## config.mk

```make
export PLATFORM = sky130hd
export DESIGN_NAME = x963_kdf_sha256_core
export DESIGN_NICKNAME = d
export VERILOG_FILES = /design/src/rtl/xks_pkg.sv /design/src/rtl/x963_kdf_sha256_core.sv
export SDC_FILE = /design/constraint.sdc
export NUM_CORES = 2
export LEC_CHECK = 0
export ABC_AREA = 1
export BUFFER_PORTS_ARGS = -buffer_cell sky130_fd_sc_hd__buf_2
export CORE_MARGIN = 5
export CORE_UTILIZATION = 30
export DETAILED_ROUTE_END_ITERATION = 7
export PLACE_DENSITY = 0.42
export SETUP_SLACK_MARGIN = 0.15
export SLEW_MARGIN = 0
export SYNTH_ARGS = -nofsm -noshare
export SYNTH_HDL_FRONTEND = slang
export SYNTH_SLANG_ARGS = --single-unit
```

## constraint.sdc

```tcl
create_clock -name clk -period 11.81 [get_ports clk]
set_input_delay 2.362 -clock clk [delete_from_list [all_inputs] [get_ports clk]]
set_output_delay 2.362 -clock clk [all_outputs]
set_load 0.05 [all_outputs]
```

## src/rtl/xks_pkg.sv

```systemverilog
// Package for the X9.63 KDF SHA-256 core: round constants, IV, widths.
// No dependencies; imported by x963_kdf_sha256_core.
package xks_pkg;
  localparam int MaxKeyBytes = 128;
  localparam int KeyBytesW = 8;
  localparam int ValidW = 4;
  localparam logic [31:0] MsgBits = 32'd544;
  localparam logic [31:0] PadWord = 32'h8000_0000;

  function automatic logic [31:0] sha_k(input logic [5:0] t);
    logic [31:0] k [64];
    k = '{
      32'h428a2f98, 32'h71374491, 32'hb5c0fbcf, 32'he9b5dba5, 32'h3956c25b, 32'h59f111f1,
      32'h923f82a4, 32'hab1c5ed5, 32'hd807aa98, 32'h12835b01, 32'h243185be, 32'h550c7dc3,
      32'h72be5d74, 32'h80deb1fe, 32'h9bdc06a7, 32'hc19bf174, 32'he49b69c1, 32'hefbe4786,
      32'h0fc19dc6, 32'h240ca1cc, 32'h2de92c6f, 32'h4a7484aa, 32'h5cb0a9dc, 32'h76f988da,
      32'h983e5152, 32'ha831c66d, 32'hb00327c8, 32'hbf597fc7, 32'hc6e00bf3, 32'hd5a79147,
      32'h06ca6351, 32'h14292967, 32'h27b70a85, 32'h2e1b2138, 32'h4d2c6dfc, 32'h53380d13,
      32'h650a7354, 32'h766a0abb, 32'h81c2c92e, 32'h92722c85, 32'ha2bfe8a1, 32'ha81a664b,
      32'hc24b8b70, 32'hc76c51a3, 32'hd192e819, 32'hd6990624, 32'hf40e3585, 32'h106aa070,
      32'h19a4c116, 32'h1e376c08, 32'h2748774c, 32'h34b0bcb5, 32'h391c0cb3, 32'h4ed8aa4a,
      32'h5b9cca4f, 32'h682e6ff3, 32'h748f82ee, 32'h78a5636f, 32'h84c87814, 32'h8cc70208,
      32'h90befffa, 32'ha4506ceb, 32'hbef9a3f7, 32'hc67178f2};
    return k[t];
  endfunction

  function automatic logic [31:0] sha_iv(input logic [2:0] i);
    logic [31:0] v [8];
    v = '{32'h6a09e667, 32'hbb67ae85, 32'h3c6ef372, 32'ha54ff53a,
          32'h510e527f, 32'h9b05688c, 32'h1f83d9ab, 32'h5be0cd19};
    return v[i];
  endfunction

  function automatic logic [31:0] ror(input logic [31:0] x, input int n);
    return (x >> n) | (x << (32 - n));
  endfunction
endpackage

```

## src/rtl/x963_kdf_sha256_core.sv

```systemverilog
// X9.63 KDF with SHA-256: key store, one shared SHA-256 round unit, key output.
// Depends on xks_pkg.
//
// Usage:
//  - Load channel: a transfer happens when in_start is high and busy is low.
//    Each transfer writes word in_word_data to slot in_word_index (0-3 secret,
//    4-7 shared info). With in_start_req set, derivation starts after the write.
//  - Config channel: cfg_valid/cfg_ready write key_bytes (reset 64); values
//    above 128 saturate to 128, zero yields no output. Ready while idle.
//  - Result channel: out_strobe marks one key word for exactly one cycle with
//    out_key_word, out_valid_bytes and out_last_word. The receiver cannot stall.
// Sequence: a load without start leaves the core idle. Each 32 key bytes cost
//  one digest: a schedule load state, then two compressions of 64 rounds on the
//  single round unit, each followed by a feed-forward state, then up to four
//  key words, one key word per cycle. Busy stays high throughout a derivation.
// Reset returns the control state to idle and key_bytes to 64; the secret and
//  info stores hold garbage until loaded.
module x963_kdf_sha256_core (
  input  logic        clk,
  input  logic        rst_n,
  input  logic        in_start,
  output logic        busy,
  input  logic [2:0]  in_word_index,
  input  logic [63:0] in_word_data,
  input  logic        in_start_req,
  input  logic        cfg_valid,
  output logic        cfg_ready,
  input  logic [7:0]  cfg_key_bytes,
  output logic        out_strobe,
  output logic [63:0] out_key_word,
  output logic [3:0]  out_valid_bytes,
  output logic        out_last_word
);
  import xks_pkg::*;

  typedef enum logic [2:0] {S_IDLE, S_LOAD, S_ROUND, S_FOLD, S_EMIT} state_t;

  state_t       state_r;
  logic [63:0]  store_r [8];
  logic [7:0]   key_bytes_r;
  logic [7:0]   remain_r;
  logic [31:0]  ctr_r;
  logic         blk_r;
  logic [5:0]   rnd_r;
  logic [1:0]   wsel_r;
  logic [31:0]  w_r [16];
  logic [31:0]  h_r [8];
  logic [31:0]  v_r [8];

  logic         accept;
  logic [31:0]  w_cur, s0, s1, ss1, ss0, ch, mj, t1, t2;
  logic [63:0]  dig;
  logic [63:0]  mask;

  assign accept    = in_start && !busy;
  assign busy      = (state_r != S_IDLE);
  assign cfg_ready = (state_r == S_IDLE);

  // Schedule word and round terms for this round; rolling 16-word window.
  always_comb begin
    s0 = ror(w_r[1], 7) ^ ror(w_r[1], 18) ^ (w_r[1] >> 3);
    s1 = ror(w_r[14], 17) ^ ror(w_r[14], 19) ^ (w_r[14] >> 10);
    w_cur = (rnd_r < 6'd16) ? w_r[0] : (w_r[0] + s0 + w_r[9] + s1);
    ss1 = ror(v_r[4], 6) ^ ror(v_r[4], 11) ^ ror(v_r[4], 25);
    ch  = (v_r[4] & v_r[5]) ^ (~v_r[4] & v_r[6]);
    t1  = v_r[7] + ss1 + ch + sha_k(rnd_r) + w_cur;
    ss0 = ror(v_r[0], 2) ^ ror(v_r[0], 13) ^ ror(v_r[0], 22);
    mj  = (v_r[0] & v_r[1]) ^ (v_r[0] & v_r[2]) ^ (v_r[1] & v_r[2]);
    t2  = ss0 + mj;
  end

  always_comb begin
    dig = {h_r[{wsel_r, 1'b0}], h_r[{wsel_r, 1'b1}]};
    if (remain_r >= 8'd8) begin
      mask = '1;
    end else begin
      mask = ~(64'hffff_ffff_ffff_ffff >> {remain_r[2:0], 3'b000});
    end
  end

  always_ff @(posedge clk) begin
    if (accept) begin
      store_r[in_word_index] <= in_word_data;
    end
    if (!rst_n) begin
      state_r     <= S_IDLE;
      key_bytes_r <= 8'd64;
      out_strobe  <= 1'b0;
    end else begin
      // Strobe each key word for exactly one cycle.
      out_strobe <= (state_r == S_EMIT);
      case (state_r)
        S_IDLE: begin
          if (cfg_valid) begin
            key_bytes_r <= cfg_key_bytes;
          end
          if (accept && in_start_req) begin
            remain_r <= (key_bytes_r > 8'(MaxKeyBytes)) ? 8'(MaxKeyBytes) : key_bytes_r;
            ctr_r    <= 32'd1;
            state_r  <= (key_bytes_r == 8'd0) ? S_IDLE : S_LOAD;
          end
        end
        S_LOAD: begin
          // Build block one (store is up to date after the load cycle).
          for (int i = 0; i < 4; i++) begin
            w_r[2*i]   <= store_r[i][63:32];
            w_r[2*i+1] <= store_r[i][31:0];
          end
          w_r[8] <= ctr_r;
          for (int i = 0; i < 7; i++) begin
            w_r[9+i] <= (i % 2 == 0) ? store_r[4 + i/2][63:32] : store_r[4 + i/2][31:0];
          end
          for (int i = 0; i < 8; i++) begin
            h_r[i] <= sha_iv(3'(i));
            v_r[i] <= sha_iv(3'(i));
          end
          blk_r   <= 1'b0;
          rnd_r   <= '0;
          state_r <= S_ROUND;
        end
        S_ROUND: begin
          // Advance the window and one compression round.
          for (int i = 0; i < 15; i++) begin
            w_r[i] <= w_r[i+1];
          end
          w_r[15] <= w_cur;
          v_r[7] <= v_r[6]; v_r[6] <= v_r[5]; v_r[5] <= v_r[4];
          v_r[4] <= v_r[3] + t1;
          v_r[3] <= v_r[2]; v_r[2] <= v_r[1]; v_r[1] <= v_r[0];
          v_r[0] <= t1 + t2;
          rnd_r  <= rnd_r + 6'd1;
          if (rnd_r == 6'd63) begin
            state_r <= S_FOLD;
          end
        end
        S_FOLD: begin
          for (int i = 0; i < 8; i++) begin
            h_r[i] <= h_r[i] + v_r[i];
            v_r[i] <= h_r[i] + v_r[i];
          end
          rnd_r <= '0;
          if (!blk_r) begin
            // Second, padded block.
            for (int i = 2; i < 15; i++) begin
              w_r[i] <= '0;
            end
            w_r[0]  <= store_r[7][31:0];
            w_r[1]  <= PadWord;
            w_r[15] <= MsgBits;
            blk_r   <= 1'b1;
            state_r <= S_ROUND;
          end else begin
            wsel_r  <= '0;
            state_r <= S_EMIT;
          end
        end
        S_EMIT: begin
          out_key_word    <= dig & mask;
          out_valid_bytes <= (remain_r >= 8'd8) ? 4'd8 : {1'b0, remain_r[2:0]};
          out_last_word   <= (remain_r <= 8'd8);
          remain_r        <= (remain_r >= 8'd8) ? remain_r - 8'd8 : 8'd0;
          wsel_r          <= wsel_r + 2'd1;
          if (remain_r <= 8'd8) begin
            state_r <= S_IDLE;
          end else if (wsel_r == 2'd3) begin
            ctr_r   <= ctr_r + 32'd1;
            state_r <= S_LOAD;
          end
        end
        default: state_r <= S_IDLE;
      endcase
    end
  end

`ifndef SYNTHESIS
  a_no_cfg_busy: assert property (@(posedge clk) disable iff (!rst_n)
    busy |-> !cfg_ready) else $error("cfg ready while busy");
  a_last_ends: assert property (@(posedge clk) disable iff (!rst_n)
    (out_strobe && out_last_word) |-> !busy || $past(state_r == S_EMIT))
    else $error("last word without end");
  a_strobe_emit: assert property (@(posedge clk) disable iff (!rst_n)
    out_strobe |-> $past(state_r == S_EMIT)) else $error("stray strobe");
  a_round_bound: assert property (@(posedge clk) disable iff (!rst_n)
    (state_r == S_ROUND && rnd_r == 6'd63) |=> state_r == S_FOLD)
    else $error("round count");
`endif
endmodule
```

### Yosys cells after proc, flatten, opt, wreduce, memory -nomap -nowiden

Memories as Yosys holds them, arrays and structs flattened. A register that Yosys moved wholly into a read port is not among the register bits.
Cells that the tools add are included.

* bits in registers: 130
* bits in writable memories: 1536
* memory bits (read-only): 2048
* input port bits: 80
* word-level logic and storage cells: 259
* memories kept: 5

* add/sub/neg operators: 22
* $lt $le $gt $ge: 5
* equal/unequal tests: 12
* shift-type cells: 1
* mux-type cells: 97
* bitwise logic cells: 86
* reduce and logical (&&, ||, !) cells: 19

Memories
* (name not given): words 64, bits a word 32, read ports 1, clocked after memory_dff 0, wr ports 0, line xks_pkg.sv:24 `return k[t];`
* store_r: words 8, bits a word 64, read ports 8, clocked after memory_dff 0, wr ports 1, line x963_kdf_sha256_core.sv:39 `logic [63:0] store_r [8];`
* w_r: words 16, bits a word 32, read ports 16, clocked after memory_dff 0, wr ports 16, line x963_kdf_sha256_core.sv:46 `logic [31:0] w_r [16];`
* h_r: words 8, bits a word 32, read ports 10, clocked after memory_dff 2, wr ports 8, line x963_kdf_sha256_core.sv:47 `logic [31:0] h_r [8];`
* v_r: words 8, bits a word 32, read ports 8, clocked after memory_dff 0, wr ports 8, line x963_kdf_sha256_core.sv:48 `logic [31:0] v_r [8];`

Operators with widths (number)
* 2-to-1 mux 32 bit: 62
* adder 32 bit: 18
* XOR 32 bit: 9
* AND 32 bit: 5
* AND 64 bit: 1
* 2-to-1 mux 64 bit: 1
* NOT 64 bit: 1
* one-hot mux 32 bit (2 select lines): 1
* >> shifter 64 x 6 -> 64 bit (first input constant): 1
* bitwise OR 1 bit: 56
* adder 32 x 1 -> 32 bit (second input constant): 1
* NOT 32 bit: 1
* bitwise OR 10 x 32 -> 32 bit: 1
* bitwise OR 13 x 32 -> 32 bit: 1
* bitwise OR 14 x 32 -> 32 bit: 1
* bitwise OR 15 x 32 -> 32 bit: 1
* bitwise OR 19 x 32 -> 32 bit: 1
* bitwise OR 21 x 32 -> 32 bit: 1
* bitwise OR 25 x 32 -> 32 bit: 1
* bitwise OR 26 x 32 -> 32 bit: 1
* bitwise OR 30 x 32 -> 32 bit: 1
* bitwise OR 7 x 32 -> 32 bit: 1
* XOR 32 x 22 -> 32 bit: 1
* XOR 32 x 29 -> 32 bit: 1
* other kinds (37): 73

### Logic depth before layout (Yosys ltp)

An unclocked memory read counts as a cell.

* word-level depth: 12
* mapped depth: 47
* gate-level depth less buffers: 47

### Worst setup path before layout

No wires, ideal clock.

* path type: input to register
* start: input rst_n
* end: memory w_r[13][21], in the netlist w_r[1][181] (data pin)
* setup time: 0.178 ns
* arrival time: 10.506 ns
* slack: 1.126 ns
* stages: 4
* path through: clkinv_1 -> nor2_1 -> clkbuf_1 -> a32o_1

RTL lines
* start: declaration: line x963_kdf_sha256_core.sv:20 `input logic rst_n,`
* end: declaration: line x963_kdf_sha256_core.sv:46

==> results_dict.tcl <==
set metrics [dict create \
    fin_worst_skew_ns 0.06399 \
    place_hpwl_mm 310.1 \
    drive_above_1_share_pct 7.792 \
    status "complete, but fails checks" \
    worst_skew_pair.late_latency_ns 0.89 \
    final_cell_mix "nand2_1, edfxtp_1, inv_1" \
    clkSlewWorstSetupHoldPaths_ns 0.07 \
    initial_core_util_pct 30.11 \
    rows 206 \
    gr-total-overflow 0 \
    seq_area_mm2 0.04931 \
    setup_tns_ns 0 \
    syn_avg_cell_area_um2 9.679 \
    detail_route.first_pass.iterations 8 \
    grt_busiest_layer "met2" \
    cts_root_buf "clkbuf_16" \
    r2r_start "w_r[1][212]$_DFFE_PP_" \
    grt_use_met2_pct 39.71 \
    multi_input_area_mm2 0.03976 \
    synth_seq_cells 1668 \
    die_area_mm2 0.3272 \
    grt_first_pass_wirelength_mm 572.8 \
    required_ns 12.36 \
    synth_edf_count 1590 \
    min_path_type "reg2reg" \
    syn_area_mm2 0.09476 \
    post-route-period-util_pct 93.10 \
    worst_setup_path_end_kind "register" \
    ys_seq_area_share_pct 52.03 \
    crit_path_frequent_cell "nand2_1" \
    io_pins 152 \
    fillCellCount 32181 \
    finalHoldViolCount 0 \
    violations "design-rule violations" \
    setup.worst_path.start_class "register" \
    yosysWarnings 0 \
    cts-buffers-inserted 205 \
    tightest_slew_ns 1.258 \
    post_drt_wl_per_cell_um 28.95 \
    finalWirelength_mm 413.1 \
    grt_pass1_vias 72201 \
    num_vias 74446 \
    drtIter0Drc 7358 \
    clock_sinks 1668 \
    cts_buffer_depth 4 \
    ant_nets 0 \
    grt_util_all_layers_pct 24.50 \
    routed_via_density 5.218 \
    crit_start "w_r[1][212]$_DFFE_PP_" \
    gp_congestion 0.9780 \
    grt_setup_unrepaired "false" \
    use_met3_pct 2.977 \
    worst-setup-path-type "reg2reg" \
    fin_nets 10615 \
    ys_types 70 \
    ys.flop_type "edfxtp_1" \
    arrival_ns 11.54 \
    core_area_mm2 0.3147 \
    drc 8 \
    met1_usage_pct 34.05 \
    area_delta_synth_final_pct 13.44 \
    syn_nets 10477 \
    cts_hold_buffers 0 \
    crit_fanout 5 \
    slowest_delay_ns 0.62 \
    worst_path_max_delay_cell "fa_1" \
    die-height_um 572.0 \
    min_from "key_bytes_r[6]$_SDFFE_PN1P_" \
    syn_inst 9790 \
    antenna_found_initial 24 \
    max_freq_mhz 90.95 \
    ctsHtreeMaxLevel 4 \
    die_w_um 572.0 \
    postCtsSetupBuffers 0 \
    fin_crit_ns 10.99 \
    numPortBuffers 151 \
    setup_viol 0 \
    async_flop_share_pct 0 \
    slew_headroom_pct 15.56 \
    slew_violations 0 \
    grt_max_degree 160 \
    maxCapViolations 0 \
    cts_tree "done" \
    post_cts_resized 0 \
    layout_commonest_cell "nand2_1" \
]
metal layers:
metal | vias up | part of all wire, %
li1 | 34195 | -
met1 | 37359 | 45
met2 | 2415 | 46
met3 | 471 | 5.4
met4 | 6 | 3.8
met5 | - | 0.0082
critical path: cells and delay by family, from the launching register on:
kind	cells	cell delay [ns]
AOI/OAI and AO/OA	13	2.92
and+or+nand+nor	12	1.36
xor gates and xnor gates	4	1.03
adders and majority gates	9	4.19
buffers and inverters	7	0.58
DFF	1	0.53
metrics by stage:
stage	utilization (%)	area, µm²	hold slack [ns]	worst slack, ns	std cells
after floorplan	-	94760	0.4289	1.126	9790
after global placement	32.00	100700	0.4567	0.8239	13879
after detailed placement	32.00	100700	0.4561	0.7706	13881
after CTS	34.15	107500	0.4696	0.6453	14260
after global routing	34.15	107500	0.4945	0.1559	14261
final	34.16	107500	0.4676	0.8155	14268
layout make-up:
cell class | count | share of cell area, %
antenna | 8 | 0.01862
clock buffer | 287 | 5.402
clock inverter | 92 | 0.8881
inverter | 1157 | 4.076
multi-input combinational | 6585 | 36.98
sequential | 1668 | 45.87
tap | 4160 | 4.842
timing repair buffer | 311 | 1.917
logic make-up (layout without fill, tap and decap cells):
| kind of cell | count (synthesis) | count (layout) | synth area share (%) |
|---|---|---|---|
| and+or+nand+nor | 3156 | 3156 | 13.70 |
| xor gates and xnor gates | 400 | 400 | 3.697 |
| adders and majority gates | 620 | 620 | 9.713 |
| buffers and inverters | 1537 | 1847 | 6.206 |
| muxes | 7 | 7 | 0.07922 |
| AOI/OAI and AO/OA | 2402 | 2402 | 14.57 |
| other | 0 | 8 | 0 |
| DFF | 1668 | 1668 | 52.03 |
synth_stat cells, types with 10 or more instances:
library cell / instances / area (µm²)
xor2_1: 214 / 1874
o31ai_1: 10 / 75.07
nand3b_1: 11 / 82.58
maj3_1: 13 / 130.1
o221ai_1: 11 / 96.34
clkbuf_1: 269 / 1010
a21o_1: 44 / 330.3
buf_2: 86 / 430.4
a31oi_1: 57 / 356.6
nand4_1: 49 / 306.5
inv_1: 1139 / 4275
a21oi_2: 11 / 96.34
edfxtp_1: 1590 / 47750
a22o_1: 168 / 1471
o22ai_1: 133 / 832.1
a22oi_1: 10 / 75.07
a21oi_1: 845 / 4229
or2_2: 72 / 450.4
o21bai_1: 44 / 330.3
nor3_1: 97 / 485.5
o21ai_1: 35 / 175.2
ha_1: 410 / 5130
fa_1: 197 / 3944
nor4_1: 29 / 181.4
nand2_1: 1771 / 6648
o21a_1: 25 / 187.7
a32o_1: 11 / 110.1
inv_2: 12 / 45.04
a221oi_1: 17 / 148.9
nor2_1: 750 / 2815
xnor2_1: 186 / 1629
nand3_1: 325 / 1627
o21ai_0: 856 / 4284
o21ai_2: 15 / 131.4
o211ai_1: 57 / 427.9
buf_1: 24 / 90.09
dfxtp_1: 78 / 1562
sequential cells by signal (all words and copies together) (netlist names), named ones only:
| signal | cells |
|---|---|
| w_r | 512 |
| out_valid_bytes | 4 |
| h_r | 256 |
| out_key_word | 64 |
| rnd_r | 6 |
| blk_r | 1 |
| v_r | 256 |
| ctr_r | 32 |
| key_bytes_r | 8 |
| out_strobe | 1 |
| store_r | 512 |
| remain_r | 8 |
| state_r | 3 |
| out_last_word | 1 |
| wsel_r | 2 |
worst paths after layout:
| path | slack, ns | endpoint | cells after the start |
|---|---|---|---|
| worst max register to register | 0.82 | v_r[0][30]$_SDFFCE_PN1P_ | 45 |
| worst min-delay path | 0.47 | key_bytes_r[6]$_SDFFE_PN1P_ | 2 |
| worst max-delay path | 0.82 | v_r[0][30]$_SDFFCE_PN1P_ | 45 |
| worst min register to register | 0.47 | key_bytes_r[6]$_SDFFE_PN1P_ | 2 |
Power is left out: the tool's default activity adds up to more than one toggle a clock period on the data nets, which glitch-free logic cannot reach.
